--- config.mk ---
export PLATFORM = sky130hd
export DESIGN_NAME = worst_fit_partition_allocator_unit
export DESIGN_NICKNAME = d
export VERILOG_FILES = /design/src/rtl/core/wfpa_pkg.sv /design/src/rtl/core/wfpa_cell.sv /design/src/rtl/core/worst_fit_partition_allocator_unit.sv
export SDC_FILE = /design/constraint.sdc
export NUM_CORES = 1
export LEC_CHECK = 0
export ABC_AREA = 1
export BUFFER_PORTS_ARGS = -buffer_cell sky130_fd_sc_hd__buf_4
export CORE_MARGIN = 2
export CORE_UTILIZATION = 56
export CTS_CLUSTER_DIAMETER = 50
export DETAILED_ROUTE_END_ITERATION = 16
export GPL_TIMING_DRIVEN = 0
export PLACE_DENSITY = 0.75
export SLEW_MARGIN = 20
export SYNTH_ARGS = -nofsm -noshare
export SYNTH_HDL_FRONTEND = slang
export SYNTH_SLANG_ARGS = --single-unit
--- constraint.sdc ---
create_clock -name clk -period 13 [get_ports clk]
set_clock_uncertainty 0.15 [all_clocks]
set_input_delay 0 -clock clk [delete_from_list [all_inputs] [get_ports clk]]
set_output_delay 0 -clock clk [all_outputs]
set_load 0.005 [all_outputs]
--- src/rtl/core/wfpa_pkg.sv ---
// Shared types, codes and reset tables for the worst-fit partition allocator.
package wfpa_pkg;

  localparam int PARTITIONS   = 8;
  localparam int ADDRESS_BITS = 10;
  localparam int IDX_W        = (PARTITIONS > 1) ? $clog2(PARTITIONS) : 1;
  localparam int SIZE_W       = 10;
  localparam int DEFAULT_COUNT = 6;

  localparam logic [1:0] CMD_ALLOC = 2'd0;
  localparam logic [1:0] CMD_FREE  = 2'd1;
  localparam logic [1:0] CMD_LOAD  = 2'd2;

  localparam logic [1:0] ST_DONE     = 2'd0;
  localparam logic [1:0] ST_NO_SPACE = 2'd1;
  localparam logic [1:0] ST_NO_MATCH = 2'd2;

  typedef struct packed {
    logic [1:0] cmd;
    logic [9:0] req_size;
    logic [9:0] address;
    logic [2:0] entry_index;
  } req_t;

  typedef struct packed {
    logic [1:0] status;
    logic [9:0] alloc_address;
    logic [2:0] chosen_entry;
  } rsp_t;

  // The travelling token: the command plus the running scan result.
  typedef struct packed {
    logic                    valid;
    logic [1:0]              cmd;
    logic [SIZE_W-1:0]       size;
    logic [ADDRESS_BITS-1:0] addr;
    logic [2:0]              entry_index;
    logic                    found;
    logic [SIZE_W-1:0]       best;
    logic [IDX_W-1:0]        pick;
    logic [ADDRESS_BITS-1:0] pick_base;
    logic                    hit;
  } token_t;

  typedef struct packed {
    logic             valid;
    logic [IDX_W-1:0] index;
  } grant_t;

  function automatic logic [ADDRESS_BITS-1:0] default_base(input int i);
    logic [ADDRESS_BITS-1:0] v;
    case (i)
      0:       v = ADDRESS_BITS'(0);
      1:       v = ADDRESS_BITS'(100);
      2:       v = ADDRESS_BITS'(150);
      3:       v = ADDRESS_BITS'(160);
      4:       v = ADDRESS_BITS'(180);
      5:       v = ADDRESS_BITS'(280);
      default: v = '0;
    endcase
    return v;
  endfunction

  function automatic logic [SIZE_W-1:0] default_size(input int i);
    logic [SIZE_W-1:0] v;
    case (i)
      0:       v = SIZE_W'(100);
      1:       v = SIZE_W'(50);
      2:       v = SIZE_W'(10);
      3:       v = SIZE_W'(20);
      4:       v = SIZE_W'(200);
      5:       v = SIZE_W'(110);
      default: v = '0;
    endcase
    return v;
  endfunction

endpackage

--- src/rtl/core/wfpa_cell.sv ---
// One partition table entry that updates and forwards the scan token.
module wfpa_cell (
  input  logic                   clk,
  input  logic                   rst,
  input  logic [wfpa_pkg::IDX_W-1:0] cell_index,
  input  wfpa_pkg::token_t       tok_in,
  input  wfpa_pkg::grant_t       grant,
  output wfpa_pkg::token_t       tok_out
);
  import wfpa_pkg::*;

  logic [ADDRESS_BITS-1:0] part_base;
  logic [SIZE_W-1:0]       part_size;
  logic                    part_busy;
  token_t                  tok_next;
  logic                    base_match;
  logic                    load_match;
  logic                    granted;

  assign base_match = (part_base == tok_in.addr);
  assign load_match = (32'(tok_in.entry_index) == 32'(cell_index));
  assign granted    = grant.valid && (grant.index == cell_index);

  always_comb begin
    tok_next = tok_in;
    if (tok_in.valid) begin
      case (tok_in.cmd)
        CMD_ALLOC: begin
          // Equal sizes favor the later entry, hence the <= compare.
          if (!part_busy && (tok_in.best <= part_size)) begin
            tok_next.found     = 1'b1;
            tok_next.best      = part_size;
            tok_next.pick      = cell_index;
            tok_next.pick_base = part_base;
          end
        end
        CMD_FREE: begin
          if (base_match) begin
            tok_next.hit = 1'b1;
          end
        end
        default: begin
        end
      endcase
    end
  end

  always_ff @(posedge clk) begin
    if (rst) begin
      part_base     <= default_base(int'(cell_index));
      part_size     <= default_size(int'(cell_index));
      part_busy     <= 1'b0;
      tok_out.valid <= 1'b0;
    end else begin
      tok_out <= tok_next;
      if (tok_in.valid && (tok_in.cmd == CMD_FREE) && base_match) begin
        part_busy <= 1'b0;
      end
      if (tok_in.valid && (tok_in.cmd == CMD_LOAD) && load_match) begin
        part_base <= tok_in.addr;
        part_size <= tok_in.size;
        part_busy <= 1'b0;
      end
      if (granted) begin
        part_busy <= 1'b1;
      end
    end
  end

  // Only one beat is in flight, so a grant never meets a passing token.
  a_grant_alone: assert property (@(posedge clk) disable iff (rst)
    !(grant.valid && tok_in.valid))
    else $error("grant arrived while a token passes the cell");

  // A grant always lands on an entry the scan saw as free.
  a_grant_free: assert property (@(posedge clk) disable iff (rst)
    granted |-> !part_busy)
    else $error("grant on a busy partition");

  a_grant_sets_busy: assert property (@(posedge clk) disable iff (rst)
    granted |=> part_busy)
    else $error("granted partition not marked busy");

endmodule

--- src/rtl/core/worst_fit_partition_allocator_unit.sv ---
// Top level of the worst-fit partition allocator: launch, cell row and result stage.
//
//  channel   ports                    direction  accepted when
//  request   start, busy, request     in         start && !busy at a rising edge
//  result    done, result             out        every cycle done is high
//
// Every command, whatever its kind, travels as one token along the row of
// PARTITIONS cells, one cell per cycle, from the launch register through the
// cell registers to the registered done strobe; the length of the cell row
// sets how long a beat takes. busy is high from the accepting edge until the
// edge that raises done, so a new start may be taken while done is shown.
// Reset loads the six built-in partitions and clears every busy mark at once.
// The receiver cannot stall: each result is shown for exactly one cycle.
module worst_fit_partition_allocator_unit (
  input  logic             clk,
  input  logic             rst,
  input  logic             start,
  output logic             busy,
  input  wfpa_pkg::req_t   request,
  output logic             done,
  output wfpa_pkg::rsp_t   result
);
  import wfpa_pkg::*;

  // tok[0] is the launch register; tok[i+1] is the register of cell i.
  token_t tok [0:PARTITIONS];
  grant_t grant;
  rsp_t   result_next;
  token_t tail;
  logic   accept;

  assign accept = start && !busy;
  assign tail   = tok[PARTITIONS];

  always_ff @(posedge clk) begin
    if (rst) begin
      tok[0].valid <= 1'b0;
    end else begin
      tok[0].valid       <= accept;
      tok[0].cmd         <= request.cmd;
      tok[0].size        <= SIZE_W'(request.req_size);
      tok[0].addr        <= ADDRESS_BITS'(request.address);
      tok[0].entry_index <= request.entry_index;
      tok[0].found       <= 1'b0;
      tok[0].best        <= '0;
      tok[0].pick        <= '0;
      tok[0].pick_base   <= '0;
      tok[0].hit         <= 1'b0;
    end
  end

  for (genvar g = 0; g < PARTITIONS; g++) begin : g_cell
    wfpa_cell u_cell (
      .clk        (clk),
      .rst        (rst),
      .cell_index (IDX_W'(g)),
      .tok_in     (tok[g]),
      .grant      (grant),
      .tok_out    (tok[g+1])
    );
  end

  // When the token leaves the last cell the scan result is final. A granted
  // allocate sends the winning index back to its cell in the same cycle.
  always_comb begin
    result_next = '0;
    result_next.status = ST_DONE;
    grant = '0;
    if (tail.valid) begin
      case (tail.cmd)
        CMD_ALLOC: begin
          if (tail.found && (tail.best >= tail.size)) begin
            result_next.alloc_address = 10'(tail.pick_base);
            result_next.chosen_entry  = 3'(tail.pick);
            grant.valid = 1'b1;
            grant.index = tail.pick;
          end else begin
            result_next.status = ST_NO_SPACE;
          end
        end
        CMD_FREE: begin
          result_next.status = tail.hit ? ST_DONE : ST_NO_MATCH;
        end
        default: begin
        end
      endcase
    end
  end

  always_ff @(posedge clk) begin
    if (rst) begin
      busy <= 1'b0;
      done <= 1'b0;
    end else begin
      done   <= tail.valid;
      result <= result_next;
      if (accept) begin
        busy <= 1'b1;
      end else if (tail.valid) begin
        busy <= 1'b0;
      end
    end
  end

  a_busy_after_start: assert property (@(posedge clk) disable iff (rst)
    accept |=> busy)
    else $error("accepted beat did not raise busy");

  a_done_idle: assert property (@(posedge clk) disable iff (rst)
    done |-> !busy)
    else $error("done strobe while a beat is still in flight");

  a_done_from_tail: assert property (@(posedge clk) disable iff (rst)
    done |-> $past(tail.valid))
    else $error("done without a token leaving the cell row");

  a_no_grant_on_failure: assert property (@(posedge clk) disable iff (rst)
    (done && (result.status != ST_DONE)) |-> (result.alloc_address == '0))
    else $error("address reported on a failed request");

endmodule
; ---- Word-level counts from Yosys, hierarchy flattened
; Index checks and enable logic that the tools add are counted.
[classes]
magnitude_cmp = 9
reduce_logical = 83
n_mux = 69
eq_ne = 39
[op_table]
columns = op, n
row1 = $mux W24, 15
row2 = $mux W25, 7
row3 = $eq A10 B10 Y1, 8
row4 = $le A10 B10 Y1, 7
row5 = $logic_and A1 B1 Y1, 50
row6 = $mux W1, 42
row7 = $eq A3 B3 Y1 const B, 8
row8 = $reduce_bool A3 Y1, 8
row9 = $eq A2 B1 Y1 const B, 9
row10 = $logic_not A2 Y1, 9
row11 = $eq A2 B2 Y1 const B, 8
row12 = $eq A3 B2 Y1 const B, 4
row13 = $mux W4, 3
row14 = $ge A10 B10 Y1, 1
row15 = $le A1 B10 Y1 const A, 1
row16 = $logic_not A1 Y1, 9
row17 = $eq A3 B1 Y1 const B, 2
row18 = $logic_not A3 Y1, 2
row19 = $reduce_and A3 Y1, 2
row20 = $pmux W2 S2, 1
row21 = $reduce_and A2 Y1, 2
row22 = $mux W2, 1
row23 = $reduce_bool A2 Y1, 1
[word_totals]
elab_cells = 312
output_inout_bits = 17
register_bits = 606
inputBits = 28

; ---- Longest topological paths before layout
[depth]
word_depth = 8
ltp_mapped = 15
depth_no_buf = 14

; ---- Cells and area by module
; From an unflattened synthesis, not the netlist that was laid out.
[unflattened]
hier_cells = 2805
area_unflattened_um2 = 29442.0
[modules_own_cells]
columns = mod, cells_each, instances, seq_area_each_um2, area_each_um2
row1 = wfpa_cell at g_cell[0].u_cell ..., 336, 4, 2142.1, 3467.1
row2 = wfpa_cell at g_cell[4].u_cell ..., 331, 4, 2142.1, 3450.8
row3 = worst_fit_partition_allocator_unit, 137, 1, 1261.2, 1770.4

; ---- Worst setup path before layout
; OpenSTA, ideal clock, no wires.
[synth_timing]
path_type = input to register
startpoint = input port rst
endpoint = register g_cell[0].u_cell.tok_out[0] (netlist name) (enable)
cell_stages = 3
arrival_ps = 11818
required_time_ps = 11902
n_path_buf = 2
setup_time_ps = 948
path_slack_ps = 84
cell_sequence = inv_1 clkbuf_1 clkbuf_1
[synth_lines]
columns = element, line_no
row1 = from (decl), worst_fit_partition_allocator_unit.sv:16  ; input logic rst,
row2 = to (signal assigned), wfpa_cell.sv:55  ; tok_out <= tok_next;
row3 = to (decl), wfpa_cell.sv:8  ; output wfpa_pkg::token_t tok_out
; No word-level cell between the ends.

; ---- Worst setup path after layout
[layout_timing]
startpoint = input port rst
endpoint = register g_cell[2].u_cell.tok_out[42] (netlist name) (enable)
[layout_lines]
columns = element, line_no
row1 = to (signal assigned), wfpa_cell.sv:55
row2 = to (decl), wfpa_cell.sv:8
; No word-level cell between the ends.

==> metrics.md <==
| Metric | Value |
|---|---|
| Nets | `2497` |
| Grt total ovfl | `0` |
| Async SR Flop Fraction | `0` |
| Post-DP HPWL | `34900 um` |
| Met3 GRT Util | `0.0409` |
| DP Area | `0.0257 mm^2` |
| Drt via density | `5.13` |
| Chip height | `213 um` |
| Min-delay worst type | `in2reg` |
| Area grow syn2layout | `15.1%` |
| Core Region | `0.0431 mm^2` |
| Port bufs | `44` |
| IO Pins | `45` |
| Leakage | `11.3 nW` |
| Final Hold Viols | `0` |
| Max-slew violations | `0` |
| Relative slew slack | `0.374` |
| Post-synthesis sequential area ratio | `0.662` |
| Synthesized area | `0.0244 mm^2` |
| WL/cell | `15.8 um` |
| Combinational share of power | `0.044` |
| Placed insts | `2863` |
| Chip Width | `213 um` |
| Critical Path AT | `3.36 ns` |
| Cts-stage hold buffer count | `52` |
| Yosys reg bits | `599` |
| CTS max path bufs | `3` |
| Vias in the first global route | `15.9k` |
| Yosys cell types | `44` |
| Yosys top cell area share | `0.516` |
| GRT Total Usage | `0.219` |
| Final Cell Area | `0.0281 mm^2` |
| Routed Antenna Nets | `0` |
| Synthesized area per cell | `11.0 um^2` |
| Met1 Track Usage GR | `0.239` |
| Tmin final | `3.22 ns` |
| Commonest cells in the netlist | `456 x nand2_1, 420 x edfxtp_1, 207 x inv_1` |
| First-pass DRT Iterations | `5` |
| Largest area contributor in the netlist | `edfxtp_1` |
| Critical Path RT | `13.13 ns` |
| Pwr dens | `142 mW/mm^2` |
| Ranking of synthesized cells by area | `edfxtp_1 52%, dfxtp_1 15%, nand2_1 7.0%` |
| Sequential power share | `0.545` |
| Post-synth EDFFs | `420` |
| Final setup fails | `0` |
| CP Launch Type | `input port` |
| Yosys Warn Count | `0` |
| Most frequent cell after synthesis | `nand2_1` |
| Post-CTS sizing | `0` |
| Fin cells | `3024` |
| # rows | `76` |
| Met2 GRT Util | `0.402` |
| Initial antenna violation count | `1` |
| CTS H-Tree Depth | `2` |
| Critical path fanouts, max | `57` |
| Setup crit end kind | `flop` |
| Syn Inst Count | `2225` |
| RSZ-0062 raised after global routing | `no` |
| # clock sinks | `599` |
| Switch share | `0.207` |
| Worst-path clk slew | `0.06 ns` |
| Layer with the highest usage | `met2` |
| Routed WL | `47700 um` |
| DRT iter0 DRCs | `863` |
| FMAX | `310 MHz` |
| Peak supply drop | `0.115 mV` |
| Root Buffer | `clkbuf_16` |
| Worst setup path class | `in2reg` |
| Ys flop type | `edfxtp_1` |
| Clk pwr share | `0.411` |
| NetSw | `824 uW` |
| Starting Density | `0.568` |
| Max-cap violation count | `0` |
| DRC | `0` |
| Period Utilization, post-route | `0.248` |
| RePlAce Congestion | `0.914` |
| Die ar. | `0.0453 mm^2` |
| Syn Nets | `2333` |
| Layout cells sized above 1 | `0.101` |
| Slew @ Worst Pin | `0.939 ns` |
| TritonCTS buffer count | `57` |
| Layout Utilization | `0.653` |
| TritonCTS clock tree | `yes` |
| First-pass GRT wire length | `76800 um` |
| Internal Power | `3.16 mW` |
| DR vias | `15.5k` |
| Skew-Pair Late Insertion Delay | `0.62 ns` |
| Status | `finished clean` |
| Largest net degree at the start of global routing | `58` |
| Setup bufs post-CTS | `0` |
==> per-layer routing <==
layer	wire [um]	vias up
met5	11	-
met4	2160	2
met3	2480	152
met2	24500	432
met1	18600	7066
li1	-	7866
==> kinds of logic after synthesis <==
group / Yosys count / synth area share
AND/OR/NAND/NOR: 859 / 0.151
XOR/XNOR: 63 / 0.0226
AO/OA/AOI/OAI: 323 / 0.0707
flip-flops: 599 / 0.662
adder cells (fa/ha/maj): 80 / 0.0409
buffers and inverters: 301 / 0.0528
==> final timing paths <==
path	from	end	slack (ns)	cells past startpoint
max	rst	g_cell[2].u_cell.tok_out[42]	9.78	9
min	start	busy	0.10	4
max reg2reg	g_cell[1].u_cell.tok_out[17]	g_cell[2].u_cell.tok_out[21]	10.58	10
min reg2reg	g_cell[4].u_cell.tok_out[27]	g_cell[5].u_cell.tok_out[27]	0.30	0
==> cells in the final DEF, fill, tap and decap left out, drive strengths merged, types with 2 or more instances in the layout <==
| cell | Yosys | final |
|---|---|---|
| nand4 | 15 | 15 |
| clkbuf | 35 | 126 |
| o21ai | 174 | 174 |
| o21bai | 2 | 2 |
| xnor2 | 29 | 29 |
| a21oi | 114 | 114 |
| edfxtp | 420 | 420 |
| o2111ai | 5 | 5 |
| nand3 | 138 | 138 |
| clkinv | 1 | 13 |
| nor3b | 3 | 3 |
| ha | 80 | 80 |
| o211ai | 19 | 19 |
| or2 | 17 | 17 |
| xor2 | 34 | 34 |
| inv | 215 | 217 |
| dlygate4sd3 | 0 | 52 |
| bufinv | 0 | 3 |
| dfxtp | 179 | 179 |
| nor2 | 190 | 190 |
| nand2 | 462 | 462 |
| nor3 | 24 | 24 |
| a21boi | 3 | 3 |
| buf | 50 | 103 |
| nor4 | 8 | 8 |
| o21a | 5 | 5 |
==> final cells by class <==
class                      instances  area, um^2
inverter                         216         811
clock buffer                      91        1730
antenna                            1        2.50
tap                              585         732
timing repair buffer             105        1050
multi-input combinational       1325        6960
clock inverter                    17         161
fill                            3141       14900
sequential                       599       16200
buffer                            85         483
==> power by group through the flow <==
stage	Sequential [mW]	Combinational, mW	Clock (mW)
floorplan	2.23	0.106	0
global placement	2.25	0.147	0
detailed placement	2.21	0.161	0
CTS	2.17	0.174	1.67
global route	2.18	0.197	1.75
finish	2.17	0.175	1.64
==> critical path: stages <==
cell           delay, ns
dlygate4sd3_1       0.54
buf_4               0.18
inv_1               0.20
clkbuf_1            0.65
clkbuf_4            0.56
buf_12              0.27
buf_16              0.29
buf_16              0.29
buf_16              0.30
==> state kept, by name, summed over array words and instances (netlist names) <==
name	count
g_cell.u_cell.part_busy	8
done	1
g_cell.u_cell.part_base	80
busy	1
g_cell.u_cell.tok_out	388
g_cell.u_cell.part_size	80
result	15
tok	26
==> per-stage QoR <==
step,power [mW],setup slack [ns],TNS (ns),hold WS [ns]
global placement,2.40,-3.89,-1641.76,0.0278
CTS,4.01,9.81,0,0.0401
finish,3.99,9.78,0,0.103
floorplan,2.34,0.0837,0,-0.0511
global route,4.12,9.63,0,0.103
detailed placement,2.37,9.72,0,0.0293
Power figures use the tool's default switching activity.
